===== config.mk =====
export PLATFORM = sky130hd
export DESIGN_NAME = simon_round
export DESIGN_NICKNAME = d
export VERILOG_FILES = /design/src/design/simon128_256_block_cipher_core_defines.svh /design/src/design/simon_pkg.sv /design/src/design/simon_round.sv
export SDC_FILE = /design/constraint.sdc
export NUM_CORES = 1
export LEC_CHECK = 0
export BUFFER_PORTS_ARGS = -buffer_cell sky130_fd_sc_hd__buf_2
export CAP_MARGIN = 20
export CELL_PAD_IN_SITES_DETAIL_PLACEMENT = 1
export CELL_PAD_IN_SITES_GLOBAL_PLACEMENT = 2
export CORE_MARGIN = 3
export CORE_UTILIZATION = 32
export DETAILED_ROUTE_END_ITERATION = 8
export GPL_TIMING_DRIVEN = 0
export PLACE_DENSITY_LB_ADDON = 0.1
export SLEW_MARGIN = 0
export SYNTH_ARGS = -nofsm -noshare
export SYNTH_HDL_FRONTEND = slang
export SYNTH_SLANG_ARGS = --single-unit
export TNS_END_PERCENT = 20

===== constraint.sdc =====
create_clock -name clk -period 3.6 [get_ports clk]
set_input_delay 0.54 -clock clk [delete_from_list [all_inputs] [get_ports clk]]
set_output_delay 0.54 -clock clk [all_outputs]
set_load 0.01 [all_outputs]

===== src/design/simon128_256_block_cipher_core_defines.svh =====
// Assertion macros shared by the SIMON 128/256 core
`ifndef SIMON128_256_BLOCK_CIPHER_CORE_DEFINES_SVH
`define SIMON128_256_BLOCK_CIPHER_CORE_DEFINES_SVH

// cond must hold in the same cycle as trig
`define SIMON_ASSERT_SAME(label, clk, rst, trig, cond, msg) \
  label: assert property (@(posedge clk) disable iff (rst) (trig) |-> (cond)) \
    else $error(msg);

// cond must hold in the cycle after trig
`define SIMON_ASSERT_NEXT(label, clk, rst, trig, cond, msg) \
  label: assert property (@(posedge clk) disable iff (rst) (trig) |=> (cond)) \
    else $error(msg);

`endif


===== src/design/simon_pkg.sv =====
// Shared types and constants for the SIMON 128/256 core
`default_nettype none
package simon_pkg;

  localparam int WORD_BITS  = 64;
  localparam int ROUNDS     = 72;
  localparam int KEY_WORDS  = 4;
  localparam int KEY_IDX_W  = $clog2(KEY_WORDS);
  localparam int Z_LEN      = 62;
  localparam int Z_IDX_W    = $clog2(Z_LEN);
  localparam int ROUND_CONST = 3;

  // z4 sequence, element 0 is the leftmost bit
  localparam logic [0:Z_LEN-1] Z_SEQ =
    62'b11010001_11100110_10110110_00100000_01011100_00110010_10010011_101111;

  typedef logic [WORD_BITS-1:0] word_t;

  typedef struct packed {
    logic  action;
    word_t block_high;
    word_t block_low;
  } block_in_t;

  typedef struct packed {
    word_t result_high;
    word_t result_low;
  } block_out_t;

  // key chain motion: advance takes the upper neighbor, retreat the lower one
  typedef struct packed {
    logic advance;
    logic retreat;
  } chain_ctrl_t;

  typedef struct packed {
    logic load;
    logic step;
    logic decrypt;
  } round_ctrl_t;

endpackage
`default_nettype wire


===== src/design/simon_round.sv =====
// Feistel round unit: one SIMON round per cycle while step is set, on the x/y halves
`default_nettype none
module simon_round (
  input  wire                    clk,
  input  simon_pkg::round_ctrl_t ctrl,
  input  simon_pkg::block_in_t   block,
  input  simon_pkg::word_t       round_key,
  output simon_pkg::block_out_t  result
);

  localparam int W = simon_pkg::WORD_BITS;

  simon_pkg::word_t x;
  simon_pkg::word_t y;
  simon_pkg::word_t x_next;
  simon_pkg::word_t y_next;

  function automatic simon_pkg::word_t round_f(input simon_pkg::word_t v);
    simon_pkg::word_t r1;
    simon_pkg::word_t r2;
    simon_pkg::word_t r8;
    r1 = {v[W-2:0], v[W-1]};
    r2 = {v[W-3:0], v[W-1:W-2]};
    r8 = {v[W-9:0], v[W-1:W-8]};
    return (r1 & r8) ^ r2;
  endfunction

  always_comb begin
    x_next = x;
    y_next = y;
    if (ctrl.load) begin
      x_next = block.block_high;
      y_next = block.block_low;
    end else if (ctrl.step) begin
      if (ctrl.decrypt) begin
        // inverse round: y absorbs the key, x takes old y
        y_next = x ^ round_f(y) ^ round_key;
        x_next = y;
      end else begin
        x_next = y ^ round_f(x) ^ round_key;
        y_next = x;
      end
    end
  end

  always_ff @(posedge clk) begin
    x <= x_next;
    y <= y_next;
  end

  assign result.result_high = x;
  assign result.result_low  = y;

endmodule
`default_nettype wire


==> results of run 1 <==
cell type report:
type | instances | area share
Multi-Input combinational cell | 897 | 0.4446
Sequential cell | 128 | 0.3133
Timing Repair Buffer | 325 | 0.1363
Tap cell | 384 | 0.03917
Clock buffer | 17 | 0.03468
Buffer | 56 | 0.02030
Clock inverter | 15 | 0.01102
Inverter | 2 | 0.0006120
power by group:
part,internal (mW),switching (mW)
Combinational,0.972,1.04
Sequential,1.94,0.509
Clock,0.958,0.766
Total,3.87,2.32
layout by cell type (no fill, tap or decap), drive strengths merged:
cell type,n
inv,6
xnor2,256
clkinv,6
bufinv,1
o21ai,128
or2,1
a31oi,128
or3,128
clkinvlp,4
edfxtp,128
buf,333
nor2,128
nand2,128
clkbuf,65
state kept, by name (all words and copies together), names as in the netlist:
name	flops
y	64
x	64
how the worst min path moves through the flow:
stage,end,depth (start not counted),start,slack (ns)
after global placement,x[27]$_DFFE_PP_,2,y[27]$_DFFE_PP_,0.82
final,x[22]$_DFFE_PP_,3,block[86],0.46
after detailed placement,x[27]$_DFFE_PP_,2,y[27]$_DFFE_PP_,0.84
after CTS,x[54]$_DFFE_PP_,3,block[118],0.43
after floorplan,y[26]$_DFFE_PP_,2,block[26],0.79
after global routing,x[54]$_DFFE_PP_,3,block[118],0.45
critical path, delay by kind of cell:
family                 cells  cell delay (ns)
buffers and inverters      4             1.35
AOI/OAI and AO/OA          1             0.20
and+or+nand+nor            1             0.11
layer usage:
metal | GRT usage | wire [um] | vias up
met5 | 0 | 61 | -
met3 | 0.03579 | 2410 | 40
li1 | - | - | 4552
met2 | 0.4148 | 19540 | 364
met1 | 0.3613 | 19000 | 4854
met4 | 0.06039 | 569 | 10
per-stage QoR:
stage          TNS, ns  area [um2]
2_1_floorplan        0        9552
3_5_place_dp         0       11710
6_report             0       12270
3_3_place_gp    -14.73       11650
4_1_cts              0       12270
5_1_grt              0       12270
cell families after synthesis:
family          Yosys count  synth area share
flops                   128            0.4024
simple gates            385            0.1851
buf+inv                  58           0.02685
compound gates          256            0.1509
xor+xnor                256            0.2347
==> results.txt, run 1 <==
non-filler cells, final: 1824
Post-CTS Setup Bufs: 0
worst hold path class: primary input to flip-flop
first-pass GRT wire length: 61240 um
Syn Inst Count: 1083
CTS tree: yes
Avg Cell Area, Syn: 8.820 um2
register area: 3844 um2
Reg clk slew, reported paths: 0.06 ns
max-capacitance violation count: 0
Detailed Place HPWL: 31120 um
wirelength, routed: 41590 um
number of CTS-inserted buffers: 17
async set-reset flop share out of synthesis: 0
Die Span Y: 178.8 um
static leakage power: 4.541 nW
Final Skew: 0.01446 ns
distinct cell type count after synthesis: 14
CTS sink count: 128
Design Power: 6.184 mW
DR WL/cell: 22.80 um
Final ANT Viol Nets: 0
H-tree depth: 4
Layout Nets: 1624
Final Critical Period: 1.959 ns
fraction of layout cells with a size suffix above 1: 0.2528
worst setup path start: ctrl[2]
maximum root-to-sink buffer count: 2
Fillers: 3618
root buffer cell: clkbuf_16
Die Area: 31960 um2
r2r setup slk: 1.95 ns
pre-CTS setup slack: 1.206 ns
GR Overflow Total: 0
worst hold margin: 0.4622 ns
fin crit share: 0.5440
cell taking the most area after synthesis: edfxtp_1
final setup fails: 0
# hold bufs at CTS: 0
top_reg_cell synth: edfxtp_1
Post-Syn Nets: 1280
Core Box Area: 29090 um2
startpoint types: primary input
CP max stage delay: 0.58 ns
# IOs: 325
# port buffers: 323
most common cell in the synthesized netlist: xnor2_1
Via-to-Cell Ratio: 5.384
Worst-Skew Late Latency: 0.42 ns
Power Density: 504.1 nW/um2
placed instance count: 1792
pin count of the biggest net entering global routing: 48
RSZ-0062 raised after global routing: no
post-synthesis cell area: 9552 um2
initial drt markers: 714
WS Path Type: primary input to flip-flop
flops & latches, synth: 128
area delta synth->final: 28.43%
Max FO, Critical Path: 10
PostCTS Resize Cnt: 0
Starting Density: 0.3283
EDFF count, synth: 128
die width: 178.8 um
Slew headroom: 0.4847
Worst Reg-to-Reg Cells: 4
Worst Path Required: 3.85 ns
ranking of synthesized cells by area: edfxtp_1 40%, xnor2_1 23%, a31oi_1 8.4%
sequential share of the synthesized area: 0.4024
crit-path cells: buf_2 > inv_1 > clkbuf_1 > clkbuf_1 > nor2_1 > a31oi_1
Ys Warns: 0
fin worst setup slack: 1.641 ns
CP Capture Point: y[21]$_DFFE_PP_
GP Congestion: 0.8325
Max Clock Freq: 510.6 MHz
Residual DRC: 0
reg2reg end: y[62]$_DFFE_PP_
final core area utilization: 0.4217
status: completed
DRT Pass-1 Iters: 5
vias in the first global route: 9861
Pins Over Slew Limit: 0
slowest CP cell: clkbuf_1
area of the multi-input gates: 5454 um2
CP most frequent cell: clkbuf_1
initial antenna violation count: 5
vias: 9820
Max rail drop VDD: 0.0002973 V
worst slew pin tran: 0.7729 ns
Yosys top cell area share: 0.4024
r2r startpoint: y[60]$_DFFE_PP_
Worst setup EP type: flip-flop
# rows: 62
Final Hold Fails: 0
crit path DAT: 2.21 ns
Total Routing Usage GR: 0.2558
ant diodes: 0
Note: power is estimated with default switching activity, not from simulation.
==> run 2, diff against run 1 <==
--- a/config.mk
+++ b/config.mk
@@ -10,7 +10,7 @@
 export CELL_PAD_IN_SITES_DETAIL_PLACEMENT = 1
 export CELL_PAD_IN_SITES_GLOBAL_PLACEMENT = 2
 export CORE_MARGIN = 3
-export CORE_UTILIZATION = 32
+export CORE_UTILIZATION = 30
 export DETAILED_ROUTE_END_ITERATION = 8
 export GPL_TIMING_DRIVEN = 0
 export PLACE_DENSITY_LB_ADDON = 0.1
==> constraint.sdc (replaced) <==
create_clock -name clk -period 1.87 [get_ports clk]
set_input_delay 0.2805 -clock clk [delete_from_list [all_inputs] [get_ports clk]]
set_output_delay 0.2805 -clock clk [all_outputs]
set_load 0.01 [all_outputs]
==> run 2 against run 1 <==
Against the previous run:
- cell count increased by 0.66%
- highest routed layer unchanged
- sequential cell count unchanged
- cell area decreased by 0.11%
- non-clock buffer count unchanged
- worst setup slack got worse by 1.5 ns
- routed wire length increased by 2.5%
- count of clock-buffer cells in the layout increased by 2
==> results.txt, run 2 (synthesized netlist as in run 1, its figures left out) <==
status: completed
worst slew pin tran: 0.8198 ns (+0.04687 ns)
H-tree depth: 4 (unchanged)
Reg clk slew, reported paths: 0.07 ns (about the same)
worst setup path start: ctrl[2]
root buffer cell: clkbuf_16
Die Area: 34020 um2 (+6.4%)
RSZ-0062 raised after global routing: no
Worst-Skew Late Latency: 0.43 ns (about the same)
CP Capture Point: y[16]$_DFFE_PP_
die width: 184.4 um (+3.2%)
# hold bufs at CTS: 0 (unchanged)
Setup Total Neg Slack: 0 ns (unchanged)
DR WL/cell: 23.22 um (+1.8%)
most common cell after layout, fill and taps aside: buf_2
vias in the first global route: 10100 (+2.4%)
Power Density: 965.1 nW/um2 (+91%)
wirelength, routed: 42630 um (+2.5%)
PostCTS Resize Cnt: 0 (unchanged)
Slew headroom: 0.4535 (-0.03125)
area delta synth->final: 28.28%
pin count of the biggest net entering global routing: 45 (-6.3%)
CTS tree: yes
DRT Pass-1 Iters: 5 (unchanged)
Worst Path Required: 2.12 ns (-1.73 ns)
Max FO, Critical Path: 10 (unchanged)
Final Skew: 0.01897 ns (+0.004513 ns)
Max rail drop VDD: 0.0006015 V (+100%)
sequential share of power: 0.399 (+0.003)
reg2reg end: y[3]$_DFFE_PP_
Worst setup EP type: flip-flop
r2r setup slk: 0.19 ns (-1.76 ns)
Top Registers: x (64), y (64)
Final Critical Period: 1.776 ns
internal power: 7.407 mW (+92%)
GP Congestion: 0.8455 (+1.6%)
Fillers: 3754 (+3.8%)
Via-to-Cell Ratio: 5.365 (-0.34%)
Starting Density: 0.3082 (-0.02012)
max-capacitance violation count: 0 (unchanged)
initial antenna violation count: 3 (-2)
Residual DRC: 0 (unchanged)
vias: 9851 (+0.32%)
final setup fails: 0 (unchanged)
startpoint types: primary input
Max Clock Freq: 563.1 MHz
Switch Pwr: 4.417 mW (+91%)
area of the multi-input gates: 5454 um2 (unchanged)
static leakage power: 4.535 nW (-0.14%)
Worst Reg-to-Reg Cells: 4 (unchanged)
most frequent cells in the layout: 324 x buf_2, 256 x xnor2_1
crit path DAT: 2.03 ns (-0.18 ns)
clock power share: 0.272 (-0.007)
Sw Ratio: 0.3736 (-0.001185)
Layout Nets: 1624 (unchanged)
first-pass GRT wire length: 62530 um (+2.1%)
worst hold margin: 0.1942 ns (-0.2680 ns)
Post-CTS Setup Bufs: 0 (unchanged)
register area: 3844 um2 (unchanged)
worst hold path class: primary input to flip-flop
# port buffers: 323 (unchanged)
# IOs: 325 (unchanged)
GR Overflow Total: 0 (unchanged)
maximum root-to-sink buffer count: 2 (unchanged)
Final Hold Fails: 0 (unchanged)
fin crit share: 0.9496
# rows: 64 (+3.2%)
number of CTS-inserted buffers: 17 (unchanged)
Die Span Y: 184.4 um (+3.2%)
Final ANT Viol Nets: 0 (unchanged)
r2r startpoint: y[1]$_DFFE_PP_
Total Routing Usage GR: 0.2444 (-0.01143)
WS Path Type: primary input to flip-flop
CTS sink count: 128 (unchanged)
Pins Over Slew Limit: 0 (unchanged)
Core Box Area: 30990 um2 (+6.5%)
fraction of layout cells with a size suffix above 1: 0.2516 (-0.001214)
Detailed Place HPWL: 31890 um (+2.5%)
combinational share of power: 0.330 (+0.004)
initial drt markers: 766 (+7.3%)
==> run 2: cell types whose count changed in the layout (fill, tap and decap cells not counted) <==
| cell | previous run | this run |
|---|---|---|
| inv_6 | 4 | 0 |
| diode_2 | 0 | 1 |
| clkinvlp_4 | 4 | 3 |
| clkinv_4 | 3 | 1 |
| clkbuf_1 | 48 | 50 |
| clkinv_2 | 2 | 7 |
| clkinv_1 | 1 | 0 |
==> run 2: per-stage QoR <==
stage	power [mW]	cell area, um2	setup WS (ns)	utilization	cells
after floorplan	6.959	9554	0.2214	-	1083
after CTS	11.91	12250	0.1244	0.3953	1835
after global placement	8.565	11670	-0.5763	0.3765	1802
after detailed placement	8.669	11720	-0.3244	0.3782	1804
after global routing	12.48	12250	0.02568	0.3954	1836
final	11.82	12250	0.09417	0.3954	1836
==> run 2: how the worst min path moves through the flow <==
stage                      end  cells after the start  slack [ns]        from
6_report       x[53]$_DFFE_PP_                      3        0.19  block[117]
3_5_place_dp   y[52]$_DFFE_PP_                      3        0.63   block[52]
3_3_place_gp   y[11]$_DFFE_PP_                      3        0.63   block[11]
5_1_grt        x[39]$_DFFE_PP_                      3        0.19  block[103]
2_1_floorplan  y[26]$_DFFE_PP_                      2        0.53   block[26]
4_1_cts        y[11]$_DFFE_PP_                      3        0.18   block[11]
==> run 2: power by group through the flow <==
stage,logic (mW),clock network (mW),registers [mW]
after floorplan,2.47,0,4.49
after global placement,3.78,0,4.79
after detailed placement,3.89,0,4.78
after CTS,3.91,3.28,4.72
after global routing,4.33,3.37,4.79
final,3.90,3.21,4.71
==> run 2: worst max-delay path: stages <==
cell	delay, ns
buf_2	0.12
inv_1	0.10
clkbuf_1	0.63
clkbuf_1	0.55
nor2_1	0.12
a31oi_1	0.21
==> run 2: final cells by class <==
cell class,instances,area share
Timing Repair Buffer,325,0.1364
Buffer,56,0.02032
Clock inverter,12,0.007863
Tap cell,396,0.04044
Multi-Input combinational cell,897,0.4451
Antenna cell,1,0.0002042
Sequential cell,128,0.3137
Inverter,2,0.0006127
Clock buffer,19,0.03533
==> run 2: metal layers <==
metal | vias up | wire [um] | GRT usage
met5 | - | 29 | 0
met4 | 4 | 488 | 0.05050
met2 | 357 | 20440 | 0.4102
li1 | 4552 | - | -
met1 | 4906 | 19260 | 0.3355
met3 | 32 | 2410 | 0.03691
==> run 3, diff against run 2 <==
--- a/config.mk
+++ b/config.mk
@@ -14,6 +14,8 @@
 export DETAILED_ROUTE_END_ITERATION = 8
 export GPL_TIMING_DRIVEN = 0
 export PLACE_DENSITY_LB_ADDON = 0.1
+export RECOVER_POWER = 25
+export SKIP_LAST_GASP = 1
 export SLEW_MARGIN = 0
 export SYNTH_ARGS = -nofsm -noshare
 export SYNTH_HDL_FRONTEND = slang
==> run 3 against run 2 <==
Against the previous run:
- power about the same
- first-iteration DRC count unchanged
- non-clock buffer count unchanged
- cell area about the same
- highest routed layer unchanged
==> results.txt, run 3 (synthesized netlist as in run 1, its figures left out) <==
GR Overflow Total: 0 (unchanged)
PostCTS Resize Cnt: 0 (unchanged)
r2r setup slk: 0.19 ns (about the same)
CP max stage delay: 0.63 ns (about the same)
# port buffers: 323 (unchanged)
Max Clock Freq: 563.8 MHz (+0.12%)
number of CTS-inserted buffers: 17 (unchanged)
Worst Path Required: 2.12 ns (about the same)
Hold Crit Start: block[117]
status: completed
vias in the first global route: 10100 (unchanged)
first-pass GRT wire length: 62530 um (unchanged)
non-filler cells, final: 1836 (unchanged)
r2r startpoint: y[1]$_DFFE_PP_
Placement Cell Area: 11720 um2 (unchanged)
CP most frequent cell: clkbuf_1
# hold bufs at CTS: 0 (unchanged)
Final Skew: 0.01897 ns (unchanged)
Slew headroom: 0.1502 (-0.3033)
root buffer cell: clkbuf_16
Final ANT Viol Nets: 0 (unchanged)
die width: 184.4 um (unchanged)
maximum root-to-sink buffer count: 2 (unchanged)
initial antenna violation count: 3 (unchanged)
Residual DRC: 0 (unchanged)
hold path cells: 3 (unchanged)
Detailed Place HPWL: 31890 um (unchanged)
area delta synth->final: 28.26% (about the same)
Post-CTS Setup Bufs: 0 (unchanged)
vias: 9852 (+0.010%)
worst hold path class: primary input to flip-flop
Final Cell Area: 12250 um2 (about the same)
final setup fails: 0 (unchanged)
H-tree depth: 4 (unchanged)
Die Span Y: 184.4 um (unchanged)
Die Area: 34020 um2 (unchanged)
critical path's top delay family: buffers and inverters
Worst setup EP type: flip-flop
Pins Over Slew Limit: 0 (unchanged)
CTS sink count: 128 (unchanged)
CTS tree: yes
Hold Path Sink: x[53]$_DFFE_PP_
initial drt markers: 766 (unchanged)
DRT Pass-1 Iters: 5 (unchanged)
Max FO, Critical Path: 10 (unchanged)
worst hold margin: 0.1942 ns (unchanged)
Starting Density: 0.3082 (unchanged)
fin worst setup slack: 0.09624 ns (+0.002064 ns)
Final Critical Period: 1.774 ns (-0.002064 ns)
Core Box Area: 30990 um2 (unchanged)
startpoint types: primary input
# rows: 64 (unchanged)
RSZ-0062 raised after global routing: no
Total Routing Usage GR: 0.2444 (unchanged)
critical path buffer and inverter count: 4 (unchanged)
Power Density: 965.3 nW/um2 (about the same)
reg2reg end: y[3]$_DFFE_PP_
fin crit share: 0.9485 (-0.001104)
Worst Reg-to-Reg Cells: 4 (unchanged)
Max rail drop VDD: 0.0006016 V (about the same)
static leakage power: 4.534 nW (about the same)
final core area utilization: 0.3953 (about the same)
slowest CP cell: clkbuf_1
crit path DAT: 2.02 ns (about the same)
most frequent cells in the layout: 324 x buf_2, 256 x xnor2_1
Worst-Skew Late Latency: 0.43 ns (about the same)
wirelength, routed: 42630 um (about the same)
placed instance count: 1804 (unchanged)
worst slew pin tran: 1.275 ns (+0.4550 ns)
Fillers: 3755 (+0.027%)
Layout Nets: 1624 (unchanged)
# IOs: 325 (unchanged)
DR WL/cell: 23.22 um (about the same)
max-capacitance violation count: 0 (unchanged)
Top Registers: x (64), y (64)
Reg clk slew, reported paths: 0.07 ns (about the same)
fraction of layout cells with a size suffix above 1: 0.2516 (unchanged)
crit-path cells: buf_2 > inv_1 > clkbuf_1 > clkbuf_1 > nor2_1 > a31oi_1
GP Congestion: 0.8455 (unchanged)
pin count of the biggest net entering global routing: 45 (unchanged)
Via-to-Cell Ratio: 5.366 (about the same)
most common cell after layout, fill and taps aside: buf_2
Setup Total Neg Slack: 0 ns (unchanged)
WS Path Type: primary input to flip-flop
pre-CTS setup slack: -0.3244 ns (unchanged)
Design Power: 11.83 mW (about the same)
Final Hold Fails: 0 (unchanged)
[run 3: layer usage]
metal / GRT usage / part of all wire / up-vias
li1: - / - / 4552
met1: 0.3355 / 0.45 / 4907
met2: 0.4102 / 0.48 / 357
met3: 0.03691 / 0.057 / 32
met4: 0.05050 / 0.011 / 4
met5: 0 / 0.00068 / -
[run 3: cell type report]
type | instances | area [um2] | share of cell area
Inverter | 2 | 7.507 | 0.0006128
Clock buffer | 19 | 432.9 | 0.03534
Clock inverter | 12 | 96.34 | 0.007864
Multi-Input combinational cell | 897 | 5451 | 0.4450
Tap cell | 396 | 495.5 | 0.04045
Sequential cell | 128 | 3844 | 0.3138
Antenna cell | 1 | 2.502 | 0.0002043
Buffer | 56 | 249.0 | 0.02032
Timing Repair Buffer | 325 | 1672 | 0.1365
[run 3: worst max path at each step]
stage                      end  slack (ns)  cells after the start    start
2_1_floorplan   x[0]$_DFFE_PP_        0.22                      1  ctrl[2]
4_1_cts        y[29]$_DFFE_PP_        0.12                      6  ctrl[2]
3_5_place_dp    x[3]$_DFFE_PP_       -0.32                      6  ctrl[2]
6_report       y[16]$_DFFE_PP_         0.1                      6  ctrl[2]
3_3_place_gp   y[39]$_DFFE_PP_       -0.58                      2  ctrl[2]
5_1_grt        y[28]$_DFFE_PP_        0.03                      6  ctrl[2]
[run 3: tightest hold or removal path, stage by stage]
cell and delay, ns:
buf_2 0.08, nor2_1 0.03, a31oi_1 0.12
[run 3: power by group]
part           switching, mW  internal (mW)
Combinational           2.03           1.87
Clock                   1.41           1.81
Sequential             0.985           3.73
